`config.mk`:
```
export PLATFORM = sky130hd
export DESIGN_NAME = sorted_timer_wait_queue_top
export DESIGN_NICKNAME = d
export VERILOG_FILES = /design/src/stwq_pkg.sv /design/src/stwq_cmp.sv /design/src/stwq_store.sv /design/src/sorted_timer_wait_queue_top.sv
export SDC_FILE = /design/constraint.sdc
export NUM_CORES = 1
export LEC_CHECK = 0
export BUFFER_PORTS_ARGS = -buffer_cell sky130_fd_sc_hd__clkbuf_2
export CAP_MARGIN = 25
export CORE_ASPECT_RATIO = 0.8
export CORE_UTILIZATION = 55
export CTS_CLUSTER_SIZE = 12
export DETAILED_ROUTE_END_ITERATION = 7
export PLACE_DENSITY = 0.75
export SLEW_MARGIN = 20
export SYNTH_ARGS = -nofsm -noshare
export SYNTH_HDL_FRONTEND = slang
export SYNTH_SLANG_ARGS = --single-unit
```
`constraint.sdc`:
```
create_clock -name clk_i -period 9.7 [get_ports clk_i]
set_input_delay 2.91 -clock clk_i [delete_from_list [all_inputs] [get_ports clk_i]]
set_output_delay 2.91 -clock clk_i [all_outputs]
set_load 0.02 [all_outputs]
```
`src/stwq_pkg.sv`:
```
// Package for the sorted timer wait queue: word types, codes and defaults.
// Depends on nothing; the slot store and the top module import it.
`timescale 1ns / 1ps

package stwq_pkg;

  localparam int unsigned NumTimersDef = 16;
  localparam int unsigned TickBitsDef  = 32;

  localparam int unsigned IdW      = 4;
  localparam int unsigned WordTickW = 32;

  typedef enum logic [0:0] {
    FuncInsert = 1'b0,
    FuncRemove = 1'b1
  } stwq_func_e;

  typedef enum logic [1:0] {
    StatOk        = 2'd0,
    StatNoAction  = 2'd1,
    StatRunning   = 2'd2,
    StatNotActive = 2'd3
  } stwq_status_e;

  typedef struct packed {
    stwq_func_e            func;
    logic [IdW-1:0]        timer_id;
    logic [WordTickW-1:0]  now_tick;
    logic [WordTickW-1:0]  period;
    logic                  has_action;
  } stwq_in_t;

  typedef struct packed {
    stwq_status_e          status;
    logic [IdW-1:0]        slot_id;
    logic [WordTickW-1:0]  wake_time;
    logic                  went_overflow;
    logic                  cur_head_valid;
    logic [IdW-1:0]        cur_head_id;
    logic [WordTickW-1:0]  cur_head_tick;
    logic                  ovf_head_valid;
    logic [IdW-1:0]        ovf_head_id;
    logic [WordTickW-1:0]  ovf_head_tick;
  } stwq_out_t;

  // Write strobes of the slot store, one per memory.
  typedef struct packed {
    logic tick;
    logic next;
    logic prev;
  } stwq_we_t;

endpackage

```
`src/stwq_cmp.sv`:
```
// Shared tick comparator: a < b, or a <= b when or_equal_i is set.
// Depends on nothing; used by the sequencer for the wrap test and each list step.
`timescale 1ns / 1ps

module stwq_cmp #(
  parameter int unsigned TICK_BITS = 32
) (
  input  logic [TICK_BITS-1:0] a_i,
  input  logic [TICK_BITS-1:0] b_i,
  input  logic                 or_equal_i,
  output logic                 hit_o
);

  always_comb begin
    if (or_equal_i) begin
      hit_o = (a_i <= b_i);
    end else begin
      hit_o = (a_i < b_i);
    end
  end

endmodule

```
`src/stwq_store.sv`:
```
// Slot store: wake tick, next link and prev link memories of the timer pool.
// Depends on stwq_pkg; one write port per memory, one shared read address with registered read data.
`timescale 1ns / 1ps

module stwq_store #(
  parameter int unsigned NUM_TIMERS = 16,
  parameter int unsigned TICK_BITS  = 32,
  localparam int unsigned SlotW = $clog2(NUM_TIMERS),
  localparam int unsigned LinkW = SlotW + 1
) (
  input  logic                 clk_i,
  input  stwq_pkg::stwq_we_t   we_i,
  input  logic [SlotW-1:0]     tick_waddr_i,
  input  logic [TICK_BITS-1:0] tick_wdata_i,
  input  logic [SlotW-1:0]     next_waddr_i,
  input  logic [LinkW-1:0]     next_wdata_i,
  input  logic [SlotW-1:0]     prev_waddr_i,
  input  logic [LinkW-1:0]     prev_wdata_i,
  input  logic [SlotW-1:0]     raddr_i,
  output logic [TICK_BITS-1:0] tick_rdata_o,
  output logic [LinkW-1:0]     next_rdata_o,
  output logic [LinkW-1:0]     prev_rdata_o
);

  import stwq_pkg::*;

  logic [TICK_BITS-1:0] tick_mem [NUM_TIMERS];
  logic [LinkW-1:0]     next_mem [NUM_TIMERS];
  logic [LinkW-1:0]     prev_mem [NUM_TIMERS];

  always_ff @(posedge clk_i) begin
    if (we_i.tick) begin
      tick_mem[tick_waddr_i] <= tick_wdata_i;
    end
    if (we_i.next) begin
      next_mem[next_waddr_i] <= next_wdata_i;
    end
    if (we_i.prev) begin
      prev_mem[prev_waddr_i] <= prev_wdata_i;
    end
  end

  always_ff @(posedge clk_i) begin
    tick_rdata_o <= tick_mem[raddr_i];
    next_rdata_o <= next_mem[raddr_i];
    prev_rdata_o <= prev_mem[raddr_i];
  end

endmodule

```
`src/sorted_timer_wait_queue_top.sv`:
```
// Sorted timer wait queue: sequencer, list heads and running flags.
// Depends on stwq_pkg, stwq_store and stwq_cmp.
//
//   channel | direction | handshake                 | word
//   in      | to block  | in_valid_i / in_ready_o   | stwq_in_t  (operation)
//   out     | from block| out_valid_o / out_ready_i | stwq_out_t (status and heads)
//
// Insert: walks k list entries (0 .. NUM_TIMERS - 1) one per cycle through the single
// read port of the slot store, then StLink1 and StLink2. Remove: StRmLink, StRmTick.
// in_ready_o is high only while the sequencer is idle.
// Reset empties both lists and clears every running flag; no clearing pass.
// A held result stalls the sequencer in its final state until taken.
`timescale 1ns / 1ps

module sorted_timer_wait_queue_top #(
  parameter int unsigned NUM_TIMERS = stwq_pkg::NumTimersDef,
  parameter int unsigned TICK_BITS  = stwq_pkg::TickBitsDef
) (
  input  logic               clk_i,
  input  logic               rst_ni,
  input  logic               in_valid_i,
  output logic               in_ready_o,
  input  stwq_pkg::stwq_in_t in_data_i,
  output logic               out_valid_o,
  input  logic               out_ready_i,
  output stwq_pkg::stwq_out_t out_data_o
);

  import stwq_pkg::*;

  localparam int unsigned SlotW = $clog2(NUM_TIMERS);
  localparam int unsigned LinkW = SlotW + 1;
  localparam int unsigned IdCount = 2 ** IdW;

  typedef enum logic [6:0] {
    StIdle   = 7'b0000001,
    StWalk   = 7'b0000010,
    StLink1  = 7'b0000100,
    StLink2  = 7'b0001000,
    StRmLink = 7'b0010000,
    StRmTick = 7'b0100000,
    StDone   = 7'b1000000
  } state_e;

  state_e state_q, state_d;

  logic [SlotW-1:0]     slot_q, slot_d;
  logic [IdW-1:0]       id_q, id_d;
  stwq_func_e           func_q, func_d;
  stwq_status_e         status_q, status_d;
  logic [TICK_BITS-1:0] wake_q, wake_d;
  logic                 ovf_q, ovf_d;
  logic [LinkW-1:0]     at_q, at_d;
  logic [LinkW-1:0]     before_q, before_d;
  logic [LinkW-1:0]     cur_head_q, cur_head_d;
  logic [TICK_BITS-1:0] cur_tick_q, cur_tick_d;
  logic [LinkW-1:0]     ovf_head_q, ovf_head_d;
  logic [TICK_BITS-1:0] ovf_tick_q, ovf_tick_d;
  logic                 rm_cur_q, rm_cur_d;
  logic                 rm_ovf_q, rm_ovf_d;
  logic [NUM_TIMERS-1:0] running_q, running_d;
  logic                 out_valid_q, out_valid_d;
  stwq_out_t            out_q, out_d;

  // Slot number of each possible id, taken modulo the pool size.
  logic [SlotW-1:0] id_to_slot [IdCount];
  for (genvar g = 0; g < IdCount; g++) begin : g_id_map
    assign id_to_slot[g] = SlotW'(g % NUM_TIMERS);
  end

  logic [SlotW-1:0]     slot_c;
  logic [TICK_BITS-1:0] now_c, period_c, wake_c;
  logic [LinkW-1:0]     self_link;
  logic                 accept;
  logic                 load_out;

  assign slot_c    = id_to_slot[in_data_i.timer_id];
  assign now_c     = TICK_BITS'(in_data_i.now_tick);
  assign period_c  = TICK_BITS'(in_data_i.period);
  assign wake_c    = now_c + period_c;
  assign self_link = {1'b1, slot_q};
  assign accept    = in_valid_i && in_ready_o;

  // Shared comparator
  logic [TICK_BITS-1:0] cmp_a, cmp_b;
  logic                 cmp_eq, cmp_hit;

  // Slot store ports
  stwq_we_t             we;
  logic [SlotW-1:0]     tick_waddr, next_waddr, prev_waddr, raddr;
  logic [TICK_BITS-1:0] tick_wdata;
  logic [LinkW-1:0]     next_wdata, prev_wdata;
  logic [TICK_BITS-1:0] rd_tick;
  logic [LinkW-1:0]     rd_next, rd_prev;

  stwq_cmp #(
    .TICK_BITS (TICK_BITS)
  ) u_cmp (
    .a_i        (cmp_a),
    .b_i        (cmp_b),
    .or_equal_i (cmp_eq),
    .hit_o      (cmp_hit)
  );

  stwq_store #(
    .NUM_TIMERS (NUM_TIMERS),
    .TICK_BITS  (TICK_BITS)
  ) u_store (
    .clk_i        (clk_i),
    .we_i         (we),
    .tick_waddr_i (tick_waddr),
    .tick_wdata_i (tick_wdata),
    .next_waddr_i (next_waddr),
    .next_wdata_i (next_wdata),
    .prev_waddr_i (prev_waddr),
    .prev_wdata_i (prev_wdata),
    .raddr_i      (raddr),
    .tick_rdata_o (rd_tick),
    .next_rdata_o (rd_next),
    .prev_rdata_o (rd_prev)
  );

  assign in_ready_o  = (state_q == StIdle);
  assign out_valid_o = out_valid_q;
  assign out_data_o  = out_q;

  // Comparator operands: wrap test while idle, list order while walking.
  always_comb begin
    if (state_q == StWalk) begin
      cmp_a  = rd_tick;
      cmp_b  = wake_q;
      cmp_eq = ovf_q;
    end else begin
      cmp_a  = wake_c;
      cmp_b  = now_c;
      cmp_eq = 1'b0;
    end
  end

  always_comb begin
    state_d    = state_q;
    slot_d     = slot_q;
    id_d       = id_q;
    func_d     = func_q;
    status_d   = status_q;
    wake_d     = wake_q;
    ovf_d      = ovf_q;
    at_d       = at_q;
    before_d   = before_q;
    cur_head_d = cur_head_q;
    cur_tick_d = cur_tick_q;
    ovf_head_d = ovf_head_q;
    ovf_tick_d = ovf_tick_q;
    rm_cur_d   = rm_cur_q;
    rm_ovf_d   = rm_ovf_q;
    running_d  = running_q;
    load_out   = 1'b0;

    we         = '0;
    tick_waddr = slot_q;
    tick_wdata = wake_q;
    next_waddr = slot_q;
    next_wdata = at_q;
    prev_waddr = slot_q;
    prev_wdata = before_q;
    raddr      = slot_c;

    unique case (state_q)
      StIdle: begin
        if (in_data_i.func == FuncInsert) begin
          raddr = cmp_hit ? ovf_head_q[SlotW-1:0] : cur_head_q[SlotW-1:0];
        end else begin
          raddr = slot_c;
        end
        if (accept) begin
          slot_d   = slot_c;
          id_d     = in_data_i.timer_id;
          func_d   = in_data_i.func;
          wake_d   = wake_c;
          ovf_d    = cmp_hit;
          at_d     = cmp_hit ? ovf_head_q : cur_head_q;
          before_d = '0;
          status_d = StatOk;
          if (in_data_i.func == FuncInsert) begin
            if (!in_data_i.has_action) begin
              status_d = StatNoAction;
              state_d  = StDone;
            end else if (running_q[slot_c]) begin
              status_d = StatRunning;
              state_d  = StDone;
            end else if (cmp_hit ? ovf_head_q[SlotW] : cur_head_q[SlotW]) begin
              state_d = StWalk;
            end else begin
              state_d = StLink1;
            end
          end else begin
            if (!running_q[slot_c]) begin
              status_d = StatNotActive;
              state_d  = StDone;
            end else begin
              state_d = StRmLink;
            end
          end
        end
      end

      StWalk: begin
        // read data belongs to at_q; advance while the entry sorts ahead
        raddr = rd_next[SlotW-1:0];
        if (cmp_hit) begin
          before_d = at_q;
          at_d     = rd_next;
          if (!rd_next[SlotW]) begin
            state_d = StLink1;
          end
        end else begin
          state_d = StLink1;
        end
      end

      StLink1: begin
        we.tick = 1'b1;
        we.next = 1'b1;
        we.prev = 1'b1;
        state_d = StLink2;
      end

      StLink2: begin
        we.prev    = at_q[SlotW];
        prev_waddr = at_q[SlotW-1:0];
        prev_wdata = self_link;
        we.next    = before_q[SlotW];
        next_waddr = before_q[SlotW-1:0];
        next_wdata = self_link;
        if (!before_q[SlotW]) begin
          if (ovf_q) begin
            ovf_head_d = self_link;
            ovf_tick_d = wake_q;
          end else begin
            cur_head_d = self_link;
            cur_tick_d = wake_q;
          end
        end
        running_d[slot_q] = 1'b1;
        state_d = StDone;
      end

      StRmLink: begin
        // bridge the neighbours, then fetch the tick of the new head
        we.next    = rd_prev[SlotW];
        next_waddr = rd_prev[SlotW-1:0];
        next_wdata = rd_next;
        we.prev    = rd_next[SlotW];
        prev_waddr = rd_next[SlotW-1:0];
        prev_wdata = rd_prev;
        raddr      = rd_next[SlotW-1:0];
        rm_cur_d   = (cur_head_q == self_link);
        rm_ovf_d   = (ovf_head_q == self_link);
        if (cur_head_q == self_link) begin
          cur_head_d = rd_next;
        end
        if (ovf_head_q == self_link) begin
          ovf_head_d = rd_next;
        end
        running_d[slot_q] = 1'b0;
        state_d = StRmTick;
      end

      StRmTick: begin
        if (rm_cur_q) begin
          cur_tick_d = rd_tick;
        end
        if (rm_ovf_q) begin
          ovf_tick_d = rd_tick;
        end
        state_d = StDone;
      end

      StDone: begin
        if (!out_valid_q || out_ready_i) begin
          load_out = 1'b1;
          state_d  = StIdle;
        end
      end

      default: begin
        state_d = StIdle;
      end
    endcase
  end

  // Result word; only a successful insert reports a wake tick.
  logic ok_insert;
  assign ok_insert = (status_q == StatOk) && (func_q == FuncInsert);

  always_comb begin
    out_d                = out_q;
    out_valid_d          = out_valid_q;
    if (load_out) begin
      out_valid_d          = 1'b1;
      out_d.status         = status_q;
      out_d.slot_id        = id_q;
      out_d.wake_time      = ok_insert ? WordTickW'(wake_q) : '0;
      out_d.went_overflow  = ok_insert && ovf_q;
      out_d.cur_head_valid = cur_head_q[SlotW];
      out_d.cur_head_id    = cur_head_q[SlotW] ? IdW'(cur_head_q[SlotW-1:0]) : '0;
      out_d.cur_head_tick  = cur_head_q[SlotW] ? WordTickW'(cur_tick_q) : '0;
      out_d.ovf_head_valid = ovf_head_q[SlotW];
      out_d.ovf_head_id    = ovf_head_q[SlotW] ? IdW'(ovf_head_q[SlotW-1:0]) : '0;
      out_d.ovf_head_tick  = ovf_head_q[SlotW] ? WordTickW'(ovf_tick_q) : '0;
    end else if (out_ready_i) begin
      out_valid_d = 1'b0;
    end
  end

  always_ff @(posedge clk_i or negedge rst_ni) begin
    if (!rst_ni) begin
      state_q     <= StIdle;
      cur_head_q  <= '0;
      cur_tick_q  <= '0;
      ovf_head_q  <= '0;
      ovf_tick_q  <= '0;
      rm_cur_q    <= 1'b0;
      rm_ovf_q    <= 1'b0;
      running_q   <= '0;
      out_valid_q <= 1'b0;
    end else begin
      state_q     <= state_d;
      cur_head_q  <= cur_head_d;
      cur_tick_q  <= cur_tick_d;
      ovf_head_q  <= ovf_head_d;
      ovf_tick_q  <= ovf_tick_d;
      rm_cur_q    <= rm_cur_d;
      rm_ovf_q    <= rm_ovf_d;
      running_q   <= running_d;
      out_valid_q <= out_valid_d;
    end
  end

  always_ff @(posedge clk_i) begin
    slot_q   <= slot_d;
    id_q     <= id_d;
    func_q   <= func_d;
    status_q <= status_d;
    wake_q   <= wake_d;
    ovf_q    <= ovf_d;
    at_q     <= at_d;
    before_q <= before_d;
    out_q    <= out_d;
  end

endmodule
```
Word-level counts from Yosys, hierarchy flattened
Memories as Yosys holds them, arrays and structs flattened. A register that Yosys moved wholly into a read port is not among the register bits.
Index checks and enable logic that the tools add are counted.
Word-level totals
  bits in registers: 267
  latch bits: 0
  memory bits (writable): 672
  ROM bits: 64
  bits of input ports: 74
  output and inout port bits: 115
  word-level logic and storage cells: 151
  memories: 4
Cells by class
  add/sub/neg operators: 1
  multiply operators: 0
  div/mod/pow operators: 0
  magnitude comparators: 6
  equality and inequality tests: 20
  shift-type cells: 0
  muxes and demuxes: 68
  bitwise gates (word level): 5
  reductions and logical operators: 20
Memory list
  u_store.tick_mem: depth 16, width 32, rd ports 1, clocked after memory_dff 1, write ports 1, line stwq_store.sv:27  | logic [TICK_BITS-1:0] tick_mem [NUM_TIMERS];
  u_store.next_mem: depth 16, width 5, rd ports 1, clocked after memory_dff 1, write ports 1, line stwq_store.sv:28  | logic [LinkW-1:0] next_mem [NUM_TIMERS];
  u_store.prev_mem: depth 16, width 5, rd ports 1, clocked after memory_dff 1, write ports 1, line stwq_store.sv:29  | logic [LinkW-1:0] prev_mem [NUM_TIMERS];
  (no name shown): depth 16, width 4, rd ports 1, clocked after memory_dff 0, write ports 0, line sorted_timer_wait_queue_top.sv:77  | assign slot_c = id_to_slot[in_data_i.timer_id];
Operator list (number)
  $mux 32: 8
  $pmux 32 s2: 2
  $pmux 5 s2: 6
  $mux 7: 8
  $mux 5: 11
  $pmux 7 s6: 1
  $add 32x32->32: 1
  $le 32x32->1: 1
  $lt 32x32->1: 1
  $pmux 16 s2: 1
  $pmux 4 s2: 3
  $ne 2x2->1 const B: 9
  $and 16x16->16: 1
  $mux 1: 16
  $mux 4: 4
  $not 16->16: 1
  $or 16x16->16: 1
  $reduce_and 4->1: 4
  $eq 5x5->1: 2
  $lt 4x5->1 const B: 2
  $mux 2: 4
  $reduce_bool 2->1: 4
  $eq 7x1->1 const B: 1
  $eq 7x2->1 const B: 1
  other kinds (22): 27

Logic depth before layout (Yosys ltp)
  depth in word-level cells: 11
  mapped depth: 28
  depth with buffers taken out: 24

Hierarchy
A second synthesis with hierarchy kept.
Second synthesis, totals
  cells, all modules: 2530
  area total of the unflattened synthesis: 40461.3 um^2
Modules (own cells, without submodules)
  stwq_store: instances 1, cells each 1138, area each 26281.5 um^2, seq. area each 21020.2 um^2
  sorted_timer_wait_queue_top: instances 1, cells each 1276, area each 13369.1 um^2, seq. area each 7398.3 um^2
  stwq_cmp: instances 1, cells each 116, area each 810.8 um^2, seq. area each 0.0 um^2

Worst setup path before layout
No wires, ideal clock.
  path kind: input to register
  start: in out_ready_i
  end: reg out_q (netlist bit out_data_o[0]) (enable)
  library setup time: 0.598 ns
  arrival time: 8.043 ns
  data required time: 9.102 ns
  slack: 1.060 ns
  stages on the path: 2
  buffers on the path: 0
  cell sequence: nand2b_1 -> nor2b_1
Between the ends
  longest elaborated chain between the ends: 3
RTL lines
  start: declaration: line sorted_timer_wait_queue_top.sv:25  | input logic out_ready_i,
  $logic_or 1x1->1: line sorted_timer_wait_queue_top.sv:280  | if (!out_valid_q || out_ready_i) begin
  $mux 1: line sorted_timer_wait_queue_top.sv:280
  $mux 1: line sorted_timer_wait_queue_top.sv:168  | unique case (state_q)
  via load_out: line sorted_timer_wait_queue_top.sv:75  | logic load_out;
  end signal: assignment: line sorted_timer_wait_queue_top.sv:349  | out_q <= out_d;
  end: declaration: line sorted_timer_wait_queue_top.sv:63  | stwq_out_t out_q, out_d;
The timed path passes the listed nets, and every way through them passes these cells.
A chain may end at the register's enable or synchronous reset.

Worst setup path after layout
  start: in in_data_i[34] (netlist name)
  end: reg u_store.prev_rdata_o[2] (read register of u_store.prev_mem)
Between the ends
  longest elaborated chain between the ends: 7
  elaborated cells on any way between the ends: 9
  those cells by class: add/sub (1); order compare (2); mux (6)
RTL lines
  start: declaration: line sorted_timer_wait_queue_top.sv:23  | input stwq_pkg::stwq_in_t in_data_i,
  $add 32x32->32 *: line sorted_timer_wait_queue_top.sv:80  | assign wake_c = now_c + period_c;
  via wake_c[31]: line sorted_timer_wait_queue_top.sv:72  | logic [TICK_BITS-1:0] now_c, period_c, wake_c;
  $mux 32 *: line sorted_timer_wait_queue_top.sv:129  | if (state_q == StWalk) begin
  $lt 32x32->1 / $le 32x32->1 (equally long branches): line stwq_cmp.sv:18, stwq_cmp.sv:16
  $mux 1 *: line stwq_cmp.sv:15  | if (or_equal_i) begin
  $mux 4 *: line sorted_timer_wait_queue_top.sv:171  | raddr = cmp_hit ? ovf_head_q[SlotW-1:0] : cur_head_q[SlotW-1:0];
  $mux 4 *: line sorted_timer_wait_queue_top.sv:170  | if (in_data_i.func == FuncInsert) begin
  $pmux 4 s2 *: line sorted_timer_wait_queue_top.sv:168
  end: declaration: line stwq_store.sv:22  | output logic [LinkW-1:0] prev_rdata_o
Mark *: on every way through the listed nets, which the timed path passes. The rest lies on a longest branch.

==> flow_summary_export.csv <==
group,metric,value,unit
setup_path,timing.critical_path.arrival,9.84,ns
synthesis,synth-warning-count,0,
synthesis,synth_area_leader_cell,"edfxtp_1",
sta,maxClockFrequency,108,MHz
route,ant_nets,0,
setup_path,worst_path_cell_with_the_longest_stage_delay,"or3_2",
synthesis,synth_top_cells_by_count,"835 x edfxtp_1, 405 x mux2i_1, 168 x o22ai_1",
power,power.switching_fraction,30.0,%
placement,dp.final_hpwl,62500,um
floorplanning,initial_core_utilization,55.6,%
route,drt-pass1-iter-count,6,
clocking,cts_sinks,977,
synthesis,yosys-top-cells-area,"edfxtp_1 63%, mux2i_1 10%, dfrtp_1 6.2%",
clocking,post-cts-setup-buffers,0,
setup_path,path_common_cell,"buf_4",
layout,final_util,62.9,%
sta,final-setup-viol-count,0,
route,detailroute.via_count,23980,
sta,report.final.slew_viol_count,0,
synthesis,cell_area_after_synthesis,40100,um^2
synthesis,synth_area_per_cell,15.3,um^2
synthesis,synth.net_count,2767,
clocking,hold_buffers,0,
hold_path,hold_path.class,"register to register",
floorplanning,die_width,304,um
sta,final_min_period_over_clock_period,95.3,%
synthesis,ys_dominant_reg_cell,"edfxtp_1",
grt,antenna_found_initial,2,
grt,global_route_wire_length_before_repair,147000,um
clocking,cts.repair.resized,0,
clocking,clock_transition_at_the_registers_of_the_reported_paths,0.06,ns
power,netSwitchingPower,3.46,mW
clocking,cts_inserted_buffers,93,
sta,timing_worst_slew_pin_value,0.974,ns
setup_path,crit_path_max_fanout,18,
power,seq_power_share,48.0,%
layout,final_nets,3002,
sta,finalCriticalPeriod,9.25,ns
grt,first_global_vias,24024,
power,cell_internal_pwr,8.07,mW
placement,place_congestion,0.894,
setup_path,slowest_delay,0.60,ns
synthesis,synth.ff_latch_count,977,
layout,post_route_cells_drive_above_1_share,14.8,%
sta,worst_slew_margin_rel,34.9,%
grt,largest_net_degree_at_the_start_of_global_routing,66,
clocking,clock_path_buffers,3,
floorplanning,ioPinCount,189,
floorplanning,die_h,243,um
power,share_clk_of_total_power,29.2,%
setup_path,timing.critical_path.required,10.29,ns
placement,total_of_buffers_placed_on_input_and_output_ports,188,
synthesis,most_frequently_used_cell_type_in_the_post_synthesis_netlist,"edfxtp_1",
sta,timing.clock.skew,0.0246,ns
sta,worst_slack,0.452,ns
route,drt-wirelength-per-cell,25.6,um
placement,post_placement_worst_setup_slack,0.0480,ns
clocking,insertion_delay,0.66,ns
route,detail_route.iter0.violations,2461,
grt,gr-total-overflow,0,
status,status,"complete, no violations",
route,drc,0,
clocking,cts_tree,"built",
synthesis,ys_types,70,
power,power_leakage,17.8,nW
synthesis,synth-edff-count,835,
job,drv.max_cap_violation_count,0,
synthesis,postSynth.asyncResetShare,10.2,%
power,p_per_area,254,nW/um^2
synthesis,netlist.area_leader.share,62.5,%
sta,fin_tns_setup,0,ns
synthesis,post_synth_inst_count,2629,
setup_path,timing.critical_path.to_type,"register",
floorplanning,core,72100,um^2
route,wirelength_routed,99500,um
sta,hold_violations,0,
floorplanning,floorplan.rows,88,
layout,areaGrowthSynthToFinish,13.2,%
power,comb_power_share,22.7,%
synthesis,synth.yosys.seq_area_share,70.9,%
sta,grt_setup_unrepaired,"no",
clocking,clockRootBuffer,"clkbuf_16",
setup_path,crit_path_start_kind,"input port",
setup_path,setup.worst_path.class,"input port to register",
power,vdd_drop_max,0.198,mV
clocking,cts_htree_levels,3,
floorplanning,die_area,74000,um^2
route,avgViaCountPerCell,6.17,
grt,grt_use_total,26.7,%
layout,antenna_cells_inserted,0,
state kept, by name, summed over array words and instances, names as in the netlist, 7 cells and up, named ones only:
signal / flops
u_store.tick_mem: 512
u_store.tick_rdata_o: 32
u_store.prev_mem: 80
state_q: 7
out_data_o: 113
ovf_tick_q: 32
u_store.next_mem: 80
cur_tick_q: 32
tick_wdata: 32
cell type report:
| class | count | area (um^2) |
|---|---|---|
| multi-input combinational | 1499 | 11000 |
| sequential | 977 | 28400 |
| fill | 5111 | 26700 |
| inverter | 23 | 86.3 |
| clock buffer | 168 | 2710 |
| timing repair buffer | 270 | 1950 |
| clock inverter | 6 | 51.3 |
| tap | 945 | 1180 |
power by group through the flow:
| stage | clock network [mW] | logic [mW] | registers [mW] |
|---|---|---|---|
| after detailed placement | 0 | 2.58 | 5.61 |
| after global placement | 0 | 2.51 | 5.59 |
| after floorplan | 0 | 1.67 | 5.51 |
| after global routing | 3.57 | 2.80 | 5.56 |
| final | 3.37 | 2.62 | 5.54 |
| after CTS | 3.40 | 2.60 | 5.53 |
final timing paths:
kind / start / end / slack (ns) / depth (start not counted)
hold reg to reg: status_q[1]$_DFFE_PP_ / out_data_o[112]$_DFFE_PP_ / 0.48 / 0
min in group asynchronous: rst_ni / async pin / 2.22 / 1
hold / removal: status_q[1]$_DFFE_PP_ / out_data_o[112]$_DFFE_PP_ / 0.48 / 0
setup / recovery: in_data_i[34] / u_store.prev_rdata_o[2]$_DFF_P_ / 0.45 / 27
setup reg to reg: state_q[3]$_DFFE_PN0P_ / u_store.prev_rdata_o[2]$_DFF_P_ / 3.51 / 18
max in group asynchronous: rst_ni / ovf_tick_q[20]$_DFFE_PN0P_ / 6.14 / 2
cell families (layout without fill, tap and decap cells):
kind of cell	count (synthesis)	after routing	synth area share [%]
adder cells (fa/ha/maj)	64	64	2.02
AO/OA/AOI/OAI	420	420	6.43
AND/OR/NAND/NOR	555	555	7.01
flip-flops	977	977	70.9
XOR/XNOR	35	35	0.765
buffers and inverters	153	467	2.07
multiplexers	425	425	10.8
through the flow:
stage | total power [mW] | cells | area, um^2 | hold slack (ns)
6_report | 11.5 | 3888 | 45400 | 0.480
2_1_floorplan | 7.18 | 2629 | 40100 | 0.423
5_1_grt | 11.9 | 3888 | 45400 | 0.476
3_5_place_dp | 8.20 | 3712 | 42600 | 0.464
4_1_cts | 11.5 | 3886 | 45300 | 0.477
3_3_place_gp | 8.11 | 3711 | 42500 | 0.458
placed cells by master (no fill, tap or decap), drive strengths merged, types with 6 or more instances in the layout:
master / netlist / final
a21oi: 142 / 142
and3: 8 / 8
a221oi: 6 / 6
o21ai: 28 / 28
ha: 63 / 63
and2: 123 / 123
nor2b: 11 / 11
xnor2: 25 / 25
nor3: 20 / 20
o21a: 7 / 7
buf: 63 / 83
a221o: 9 / 9
o22ai: 168 / 168
dfrtp: 99 / 99
mux2i: 405 / 405
edfxtp: 835 / 835
clkbuf: 67 / 355
dfxtp: 42 / 42
inv: 23 / 26
a31oi: 6 / 6
a21o: 23 / 23
nand3: 24 / 24
or4: 42 / 42
mux2: 15 / 15
xor2: 10 / 10
nand2: 137 / 137
nor2: 146 / 146
nand4: 9 / 9
nand2b: 10 / 10
layer usage:
layer | up-vias | routed length [um] | track usage, %
met5 | - | 0 | 0
met4 | 0 | 3590 | 10.4
met3 | 217 | 8550 | 5.37
met1 | 12028 | 40800 | 36.9
li1 | 10568 | - | -
met2 | 1167 | 46500 | 42.1
critical path, delay by kind of cell:
family / cells / cell delay [ns]
XOR/XNOR: 1 / 0.18
AND/OR/NAND/NOR: 5 / 1.35
adder cells (fa/ha/maj): 2 / 0.59
buffers and inverters: 5 / 0.93
AO/OA/AOI/OAI: 12 / 3.23
multiplexers: 2 / 0.62
(Power assumes the default switching activity.)
